File: config.mk
export PLATFORM = sky130hd
export DESIGN_NAME = ups_status_response_parser
export DESIGN_NICKNAME = d
export VERILOG_FILES = /design/src/upsp_pkg.sv /design/src/upsp_byte_decode.sv /design/src/upsp_field_accum.sv /design/src/upsp_out_reg.sv /design/src/ups_status_response_parser.sv
export SDC_FILE = /design/constraint.sdc
export NUM_CORES = 1
export LEC_CHECK = 0
export ABC_AREA = 1
export BUFFER_PORTS_ARGS = -buffer_cell sky130_fd_sc_hd__buf_2
export CAP_MARGIN = 20
export CORE_ASPECT_RATIO = 1.5
export CORE_UTILIZATION = 42
export CTS_CLUSTER_SIZE = 20
export DETAILED_ROUTE_END_ITERATION = 10
export PLACE_DENSITY = 0.62
export SETUP_SLACK_MARGIN = 0.05
export SYNTH_ARGS = -nofsm -noshare
export SYNTH_HDL_FRONTEND = slang
export SYNTH_SLANG_ARGS = --single-unit
export TNS_END_PERCENT = 5
File: constraint.sdc
create_clock -name clk -period 6.5 [get_ports clk]
set_input_delay 0.325 -clock clk [delete_from_list [all_inputs] [get_ports clk]]
set_output_delay 0.325 -clock clk [all_outputs]
set_load 0.01 [all_outputs]
File: src/upsp_pkg.sv
// ----------------------------------------------------------------------------
// UPS status reply parser package
// Beat types, field kinds, status codes and frame constants shared by the
// parser modules.
// ----------------------------------------------------------------------------
`default_nettype none

package upsp_pkg;

    localparam int FRAME_LEN = 47;

    localparam logic [5:0] LAST_POS = 6'(FRAME_LEN - 1);
    localparam logic [5:0] POS_MAX  = 6'd63;

    localparam logic [7:0] CH_OPEN  = 8'h28;
    localparam logic [7:0] CH_CR    = 8'h0D;
    localparam logic [7:0] CH_DOT   = 8'h2E;
    localparam logic [7:0] CH_SPACE = 8'h20;
    localparam logic [7:0] CH_ZERO  = 8'h30;
    localparam logic [7:0] CH_ONE   = 8'h31;
    localparam logic [7:0] CH_NINE  = 8'h39;

    localparam logic [1:0] ST_OK     = 2'd0;
    localparam logic [1:0] ST_LENGTH = 2'd1;
    localparam logic [1:0] ST_FORMAT = 2'd2;

    typedef enum logic [3:0] {
        FLD_START,
        FLD_SPACE,
        FLD_ZERO,
        FLD_DOT,
        FLD_CR,
        FLD_VIN,
        FLD_VOUT,
        FLD_LOAD,
        FLD_FREQ,
        FLD_BAT,
        FLD_BAT_A,
        FLD_BAT_B,
        FLD_TEMP,
        FLD_FLAG,
        FLD_NONE
    } field_kind_t;

    typedef struct packed {
        logic [7:0] rx_byte;
        logic       frame_end;
    } rx_item_t;

    typedef struct packed {
        logic [1:0]  parse_status;
        logic [13:0] input_voltage_tenths;
        logic [13:0] output_voltage_tenths;
        logic [9:0]  load_percent;
        logic [9:0]  input_freq_tenths;
        logic [13:0] battery_voltage_hundredths;
        logic [9:0]  temperature_tenths;
        logic [7:0]  flag_bits;
    } res_item_t;

    typedef struct packed {
        field_kind_t kind;
        logic        digit_ok;
        logic [3:0]  digit;
        logic        is_dot;
        logic        is_one;
        logic [1:0]  fault;
    } byte_ctl_t;

endpackage

`default_nettype wire

File: src/upsp_byte_decode.sv
// ----------------------------------------------------------------------------
// Byte decoder
// Maps the frame position to a field kind and classifies the received byte
// against what that position expects.
// ----------------------------------------------------------------------------
`default_nettype none

module upsp_byte_decode
    import upsp_pkg::*;
(
    input  wire logic [5:0] pos,
    input  wire logic [7:0] rx_byte,
    output byte_ctl_t       ctl
);

    function automatic field_kind_t layout_kind(input logic [5:0] p);
        field_kind_t k;
        case (p)
            6'd0:                              k = FLD_START;
            6'd1, 6'd2, 6'd3, 6'd5:            k = FLD_VIN;
            6'd4, 6'd10, 6'd16, 6'd25, 6'd35:  k = FLD_DOT;
            6'd6, 6'd12, 6'd18, 6'd22, 6'd27,
            6'd32, 6'd37:                      k = FLD_SPACE;
            6'd7, 6'd8, 6'd9, 6'd11:           k = FLD_ZERO;
            6'd13, 6'd14, 6'd15, 6'd17:        k = FLD_VOUT;
            6'd19, 6'd20, 6'd21:               k = FLD_LOAD;
            6'd23, 6'd24, 6'd26:               k = FLD_FREQ;
            6'd28, 6'd31:                      k = FLD_BAT;
            6'd29:                             k = FLD_BAT_A;
            6'd30:                             k = FLD_BAT_B;
            6'd33, 6'd34, 6'd36:               k = FLD_TEMP;
            6'd38, 6'd39, 6'd40, 6'd41,
            6'd42, 6'd43, 6'd44, 6'd45:        k = FLD_FLAG;
            6'd46:                             k = FLD_CR;
            default:                           k = FLD_NONE;
        endcase
        return k;
    endfunction

    logic       digit_ok;
    logic [7:0] digit_full;

    assign digit_ok   = (rx_byte >= CH_ZERO) && (rx_byte <= CH_NINE);
    assign digit_full = rx_byte - CH_ZERO;

    always_comb
    begin
        ctl.kind     = layout_kind(pos);
        ctl.digit_ok = digit_ok;
        ctl.digit    = digit_full[3:0];
        ctl.is_dot   = (rx_byte == CH_DOT);
        ctl.is_one   = (rx_byte == CH_ONE);
        ctl.fault    = ST_OK;
        case (ctl.kind)
            FLD_START: if (rx_byte != CH_OPEN)  ctl.fault = ST_LENGTH;
            FLD_SPACE: if (rx_byte != CH_SPACE) ctl.fault = ST_FORMAT;
            FLD_ZERO:  if (rx_byte != CH_ZERO)  ctl.fault = ST_FORMAT;
            FLD_DOT:   if (rx_byte != CH_DOT)   ctl.fault = ST_FORMAT;
            FLD_CR:    if (rx_byte != CH_CR)    ctl.fault = ST_FORMAT;
            FLD_VIN, FLD_VOUT, FLD_LOAD, FLD_FREQ, FLD_BAT, FLD_TEMP:
                if (!digit_ok) ctl.fault = ST_FORMAT;
            FLD_BAT_A:
                if (!ctl.is_dot && !digit_ok) ctl.fault = ST_FORMAT;
            default: ;
        endcase
    end

endmodule

`default_nettype wire

File: src/upsp_field_accum.sv
// ----------------------------------------------------------------------------
// Field accumulator
// Holds the frame position, first error and decimal accumulators, updates
// them for each accepted beat and forms the result for the last beat.
// ----------------------------------------------------------------------------
`default_nettype none

module upsp_field_accum
    import upsp_pkg::*;
(
    input  wire logic      clk,
    input  wire logic      rst_n,
    input  wire logic      take,
    input  wire logic      frame_end,
    input  wire byte_ctl_t ctl,
    output logic [5:0]     pos,
    output logic           done,
    output res_item_t      result
);

    function automatic logic [13:0] acc_step(input logic [13:0] acc, input logic [3:0] d);
        return {acc[10:0], 3'b000} + {acc[12:0], 1'b0} + {10'd0, d};
    endfunction

    function automatic logic [9:0] acc_step10(input logic [9:0] acc, input logic [3:0] d);
        return {acc[6:0], 3'b000} + {acc[8:0], 1'b0} + {6'd0, d};
    endfunction

    logic [5:0]  pos_reg,  pos_next,  pos_upd;
    logic [1:0]  err_reg,  err_next,  err_upd;
    logic [13:0] vin_reg,  vin_next,  vin_upd;
    logic [13:0] vout_reg, vout_next, vout_upd;
    logic [9:0]  load_reg, load_next, load_upd;
    logic [9:0]  freq_reg, freq_next, freq_upd;
    logic [13:0] vbat_reg, vbat_next, vbat_upd;
    logic [9:0]  temp_reg, temp_next, temp_upd;
    logic [7:0]  flag_reg, flag_next, flag_upd;
    logic        two_reg,  two_next,  two_upd;
    logic [1:0]  fault;
    logic [1:0]  status;
    logic [13:0] vbat_out;

    always_comb
    begin
        vin_upd  = vin_reg;
        vout_upd = vout_reg;
        load_upd = load_reg;
        freq_upd = freq_reg;
        vbat_upd = vbat_reg;
        temp_upd = temp_reg;
        flag_upd = flag_reg;
        two_upd  = two_reg;
        fault    = ctl.fault;
        case (ctl.kind)
            FLD_VIN:  if (ctl.digit_ok) vin_upd  = acc_step(vin_reg, ctl.digit);
            FLD_VOUT: if (ctl.digit_ok) vout_upd = acc_step(vout_reg, ctl.digit);
            FLD_LOAD: if (ctl.digit_ok) load_upd = acc_step10(load_reg, ctl.digit);
            FLD_FREQ: if (ctl.digit_ok) freq_upd = acc_step10(freq_reg, ctl.digit);
            FLD_TEMP: if (ctl.digit_ok) temp_upd = acc_step10(temp_reg, ctl.digit);
            FLD_BAT:  if (ctl.digit_ok) vbat_upd = acc_step(vbat_reg, ctl.digit);
            FLD_BAT_A:
            begin
                if (ctl.is_dot)
                begin
                    two_upd = 1'b0;
                end
                else
                begin
                    two_upd = 1'b1;
                    if (ctl.digit_ok) vbat_upd = acc_step(vbat_reg, ctl.digit);
                end
            end
            FLD_BAT_B:
            begin
                if (two_reg)
                begin
                    if (!ctl.is_dot) fault = ST_FORMAT;
                end
                else if (ctl.digit_ok)
                begin
                    vbat_upd = acc_step(vbat_reg, ctl.digit);
                end
                else
                begin
                    fault = ST_FORMAT;
                end
            end
            FLD_FLAG: flag_upd = {flag_reg[6:0], ctl.is_one};
            default: ;
        endcase
        err_upd = (err_reg == ST_OK) ? fault : err_reg;
        pos_upd = (pos_reg == POS_MAX) ? pos_reg : pos_reg + 6'd1;
    end

    always_comb
    begin
        status   = (pos_reg != LAST_POS) ? ST_LENGTH : err_upd;
        vbat_out = two_upd ? acc_step(vbat_upd, 4'd0) : vbat_upd;
        result   = '0;
        result.parse_status = status;
        if (status == ST_OK)
        begin
            result.input_voltage_tenths       = vin_upd;
            result.output_voltage_tenths      = vout_upd;
            result.load_percent               = load_upd;
            result.input_freq_tenths          = freq_upd;
            result.battery_voltage_hundredths = vbat_out;
            result.temperature_tenths         = temp_upd;
            result.flag_bits                  = flag_upd;
        end
    end

    always_comb
    begin
        pos_next  = pos_reg;
        err_next  = err_reg;
        vin_next  = vin_reg;
        vout_next = vout_reg;
        load_next = load_reg;
        freq_next = freq_reg;
        vbat_next = vbat_reg;
        temp_next = temp_reg;
        flag_next = flag_reg;
        two_next  = two_reg;
        if (take && frame_end)
        begin
            pos_next  = '0;
            err_next  = ST_OK;
            vin_next  = '0;
            vout_next = '0;
            load_next = '0;
            freq_next = '0;
            vbat_next = '0;
            temp_next = '0;
            flag_next = '0;
            two_next  = 1'b0;
        end
        else if (take)
        begin
            pos_next  = pos_upd;
            err_next  = err_upd;
            vin_next  = vin_upd;
            vout_next = vout_upd;
            load_next = load_upd;
            freq_next = freq_upd;
            vbat_next = vbat_upd;
            temp_next = temp_upd;
            flag_next = flag_upd;
            two_next  = two_upd;
        end
    end

    always_ff @(posedge clk or negedge rst_n)
    begin
        if (!rst_n)
        begin
            pos_reg  <= '0;
            err_reg  <= ST_OK;
            vin_reg  <= '0;
            vout_reg <= '0;
            load_reg <= '0;
            freq_reg <= '0;
            vbat_reg <= '0;
            temp_reg <= '0;
            flag_reg <= '0;
            two_reg  <= 1'b0;
        end
        else
        begin
            pos_reg  <= pos_next;
            err_reg  <= err_next;
            vin_reg  <= vin_next;
            vout_reg <= vout_next;
            load_reg <= load_next;
            freq_reg <= freq_next;
            vbat_reg <= vbat_next;
            temp_reg <= temp_next;
            flag_reg <= flag_next;
            two_reg  <= two_next;
        end
    end

    assign pos  = pos_reg;
    assign done = take && frame_end;

endmodule

`default_nettype wire

File: src/upsp_out_reg.sv
// ----------------------------------------------------------------------------
// Result register
// Holds one finished result beat until the downstream side takes it.
// ----------------------------------------------------------------------------
`default_nettype none

module upsp_out_reg
    import upsp_pkg::*;
(
    input  wire logic      clk,
    input  wire logic      rst_n,
    input  wire logic      load,
    input  wire res_item_t load_data,
    output logic           free,
    output logic           res_valid,
    input  wire logic      res_ready,
    output res_item_t      res_data
);

    logic      valid_reg, valid_next;
    res_item_t data_reg,  data_next;

    assign free = !valid_reg || res_ready;

    always_comb
    begin
        valid_next = valid_reg;
        data_next  = data_reg;
        if (load)
        begin
            valid_next = 1'b1;
            data_next  = load_data;
        end
        else if (res_ready)
        begin
            valid_next = 1'b0;
        end
    end

    always_ff @(posedge clk or negedge rst_n)
    begin
        if (!rst_n)
        begin
            valid_reg <= 1'b0;
        end
        else
        begin
            valid_reg <= valid_next;
        end
    end

    always_ff @(posedge clk)
    begin
        data_reg <= data_next;
    end

    assign res_valid = valid_reg;
    assign res_data  = data_reg;

endmodule

`default_nettype wire

File: src/ups_status_response_parser.sv
// A result beat is valid in the cycle after the last byte of a reply is accepted.
// Throughput: one byte per cycle while the result register is free; the position compare and one
// multiply-by-ten accumulate per byte fit between the state registers and the result register.
// A byte is taken whenever the result register is empty or being drained.
// Reset (rst_n, asynchronous, active low) clears position, error, accumulators and result valid.
// ----------------------------------------------------------------------------
// UPS status reply parser
// Parses the fixed 47-byte status reply into fixed-point readings and flags.
// ----------------------------------------------------------------------------
`default_nettype none

module ups_status_response_parser
    import upsp_pkg::*;
(
    input  wire logic     clk,
    input  wire logic     rst_n,
    input  wire logic     rx_valid,
    output logic          rx_ready,
    input  wire rx_item_t rx_data,
    output logic          res_valid,
    input  wire logic     res_ready,
    output res_item_t     res_data
);

    logic      free;
    logic      take;
    logic      done;
    logic [5:0] pos;
    byte_ctl_t ctl;
    res_item_t result;

    assign rx_ready = free;
    assign take     = rx_valid && free;

    upsp_byte_decode u_decode (
        .pos     (pos),
        .rx_byte (rx_data.rx_byte),
        .ctl     (ctl)
    );

    upsp_field_accum u_accum (
        .clk       (clk),
        .rst_n     (rst_n),
        .take      (take),
        .frame_end (rx_data.frame_end),
        .ctl       (ctl),
        .pos       (pos),
        .done      (done),
        .result    (result)
    );

    upsp_out_reg u_out (
        .clk       (clk),
        .rst_n     (rst_n),
        .load      (done),
        .load_data (result),
        .free      (free),
        .res_valid (res_valid),
        .res_ready (res_ready),
        .res_data  (res_data)
    );

endmodule

`default_nettype wire

==> results.json <==
{
  "status": "finished with violations",
  "failed_checks": "DRC",
  "firstDrtPassIters": 8,
  "worstPathRequired_ps": 6700,
  "grt_max_degree": 78,
  "synthDistinctLibCells": 47,
  "cts_buffers": 17,
  "path_delay_family": "simple AND/OR/NAND/NOR gates",
  "vias_per_cell": 5.28,
  "die_height_microns": 207,
  "cts_resized": 0,
  "yosysWarnings": 0,
  "finalSetupViolations": 0,
  "ant_nets": 0,
  "syn_area_sq_um": 11800,
  "clock_skew_ps": 10.5,
  "antenna_found_initial": 1,
  "rows": 74,
  "die_w_microns": 139,
  "cp_data_arrival_time_ps": 4920,
  "max_slew.worst_pin.slew_ps": 929,
  "power.leakage_nw": 6.30,
  "cts_sinks": 172,
  "area_growth_pct": 12.0,
  "grt_usage_pct": 21.1,
  "maxSlewHeadroom_pct": 38.0,
  "avgSynthCellArea_sq_um": 8.41,
  "dp_hpwl_mm": 21.0,
  "stdcell_count": 1842,
  "io_buffers": 96,
  "synth_seq_cells": 172,
  "cts_tree": "done",
  "layout-drive-gt1-share_pct": 12.9,
  "initial_core_util_pct": 43.0,
  "place_ws_ps": 1790,
  "cpMaxStageDelayCell": "dfrtp_1",
  "hold_class": "primary input to register",
  "power_mw": 2.65,
  "finalNetCount": 1638,
  "clk_pin_slew_worst_paths_ps": 70,
  "rsz0062_at_grt": "no",
  "maxCapViolCount": 0,
  "design.core.area_sq_um": 27400,
  "fmax_mhz": 212,
  "grt_pass1_wl_mm": 47.9,
  "syn_nets": 1553,
  "yosysSeqAreaShare_pct": 40.0,
  "period_needed_ps": 4720,
  "routed_wl_mm": 28.8,
  "start_kind": "register",
  "clk_latency_ps": 450,
  "grt_overflow": 0,
  "clockRootBuffer": "clkbuf_16",
  "drt_iter0_markers": 573,
  "post_drt_wl_per_cell_microns": 15.6,
  "diodes": 0,
  "cpMostUsedCell": "nand2_1",
  "setup_slack_ps": 1780,
  "place_area_sq_um": 12600,
  "grt_pass1_vias": 9879,
  "place_inst": 1809,
  "route.vias.total": 9723,
  "htreeDepth": 4,
  "ir_drop_uv": 179,
  "boundaryPins": 97,
  "end_kind": "register",
  "cp.buffers_inverters": 3,
  "critPathMaxStageDelay_ps": 410,
  "dieArea_sq_um": 28800,
  "drc": 11,
  "report.final.slew_viol_count": 0,
  "finish.instance_area_sq_um": 13200,
  "cts.path.max_buffers": 2,
  "postSynthCellCount": 1402,
  "crit_fanout": 9,
  "largest_reg_flops": 82,
  "hold_viol_final": 0,
  "period_share_pct": 72.6,
  "p_per_area_nw_per_um2": 201,
  "gp_congestion": 0.881,
  "setup-tns-final_ps": 0,
  "crit_type": "register to register"
}
## layer usage
layer / global-route usage [%] / vias up / share of wire (%)
li1: - / 4866 / -
met3: 3.64 / 56 / 3.3
met5: 0 / - / 0.045
met2: 38.8 / 195 / 53
met1: 23.3 / 4604 / 41
met4: 9.89 / 2 / 3.2
## kinds of logic (layout without fill, tap and decap cells)
family,Yosys count,in the layout,synth area share [%]
xor gates and xnor gates,59,59,4.38
and+or+nand+nor,529,529,19.0
muxes,8,8,0.700
buffers and inverters,216,314,7.23
AOI/OAI and AO/OA,280,280,13.3
DFF,172,172,40.0
adders and majority gates,138,138,15.5
## metrics by stage
stage	hold slack, ps	util (%)
floorplan	29.4	-
global placement	291	45.9
detailed placement	290	45.9
CTS	161	48.2
global route	210	48.2
finish	184	48.2
## final timing paths
| path | startpoint | end | slack [ps] | cells past startpoint |
|---|---|---|---|---|
| min in group asynchronous | rst_n | u_accum.vin_reg[11] | 350 | 2 |
| worst min-delay path | res_ready | u_out.res_valid | 180 | 4 |
| worst max-delay path | u_accum.pos[0] | u_out.res_data[31] | 1780 | 29 |
| worst min register to register | u_accum.vout_reg[13] | u_accum.vout_reg[13] | 480 | 2 |
| max in group asynchronous | rst_n | u_accum.vout_reg[0] | 4940 | 3 |
| worst max register to register | u_accum.pos[0] | u_out.res_data[31] | 1780 | 29 |
## synthesized netlist by cell type (all sizes together)
cell,count,area share (%)
nand2,303,9.9
inv,177,5.7
nor2,145,5.3
o21ai,137,6.0
ha,125,13
dfrtp,90,19
edfxtp,82,21
a21oi,68,3.0
nand3,57,2.5
o22ai,43,2.3
xor2,32,2.4
xnor2,27,2.0
clkbuf,21,0.67
buf,17,0.87
fa,13,2.2
a31oi,10,0.53
nand4,9,0.48
nor3,8,0.44
mux2i,6,0.51
o2111ai,6,0.45
o21bai,6,0.38
a21o,5,0.32
or2,4,0.21
a21boi,2,0.13
mux2,2,0.19
and2,1,0.053
clkinv,1,0.032
nor3b,1,0.064
nor4,1,0.053
o211ai,1,0.064
o2bb2ai,1,0.074
o311ai,1,0.074
## cell usage in the layout (no fill, tap or decap), types with 3 or more instances in the layout
master and n:
inv_2 13, a21o_1 5, a21oi_1 65, o21bai_1 6
mux2i_1 6, nand3_1 55, clkinv_4 5, edfxtp_1 82
dfrtp_1 90, inv_1 163, xor2_1 32, buf_4 8
ha_1 125, nor2_2 17, nor2_1 122, nand2_2 7
xnor2_1 27, a31oi_1 10, o21ai_1 5, clkbuf_16 18
nand2_1 294, buf_2 95, o2111ai_1 6, fa_1 13
inv_6 4, or2_2 3, nor3_1 7, nor2_4 6
o21ai_0 129, nand4_1 9, o22ai_1 43, a21oi_2 3
## final cells by class
cell class / count / area [sq um]
clock inverter: 13 / 154
fill: 2649 / 14200
multi-input combinational: 1014 / 6240
clock buffer: 19 / 454
sequential: 172 / 4710
timing repair buffer: 104 / 546
inverter: 178 / 671
tap: 342 / 428
## where the power goes
part | total (mW) | leakage [nW] | internal, mW | switching [mW]
Combinational | 0.400 | 3.97 | 0.115 | 0.285
Clock | 1.06 | 0.290 | 0.596 | 0.461
Sequential | 1.19 | 2.04 | 1.17 | 0.0229
## worst min-delay path: stages
cell	delay, ps
buf_2	80
inv_1	30
nand2_1	90
nand2_1	60
## what timing repair did
item                                    in CTS  in global routing
hold buffers                                 1                  0
hold endpoints to repair                    27                  0
buffers inserted                             0                  0
endpoints found under the setup margin       0                  0
Power figures use the tool's default switching activity.
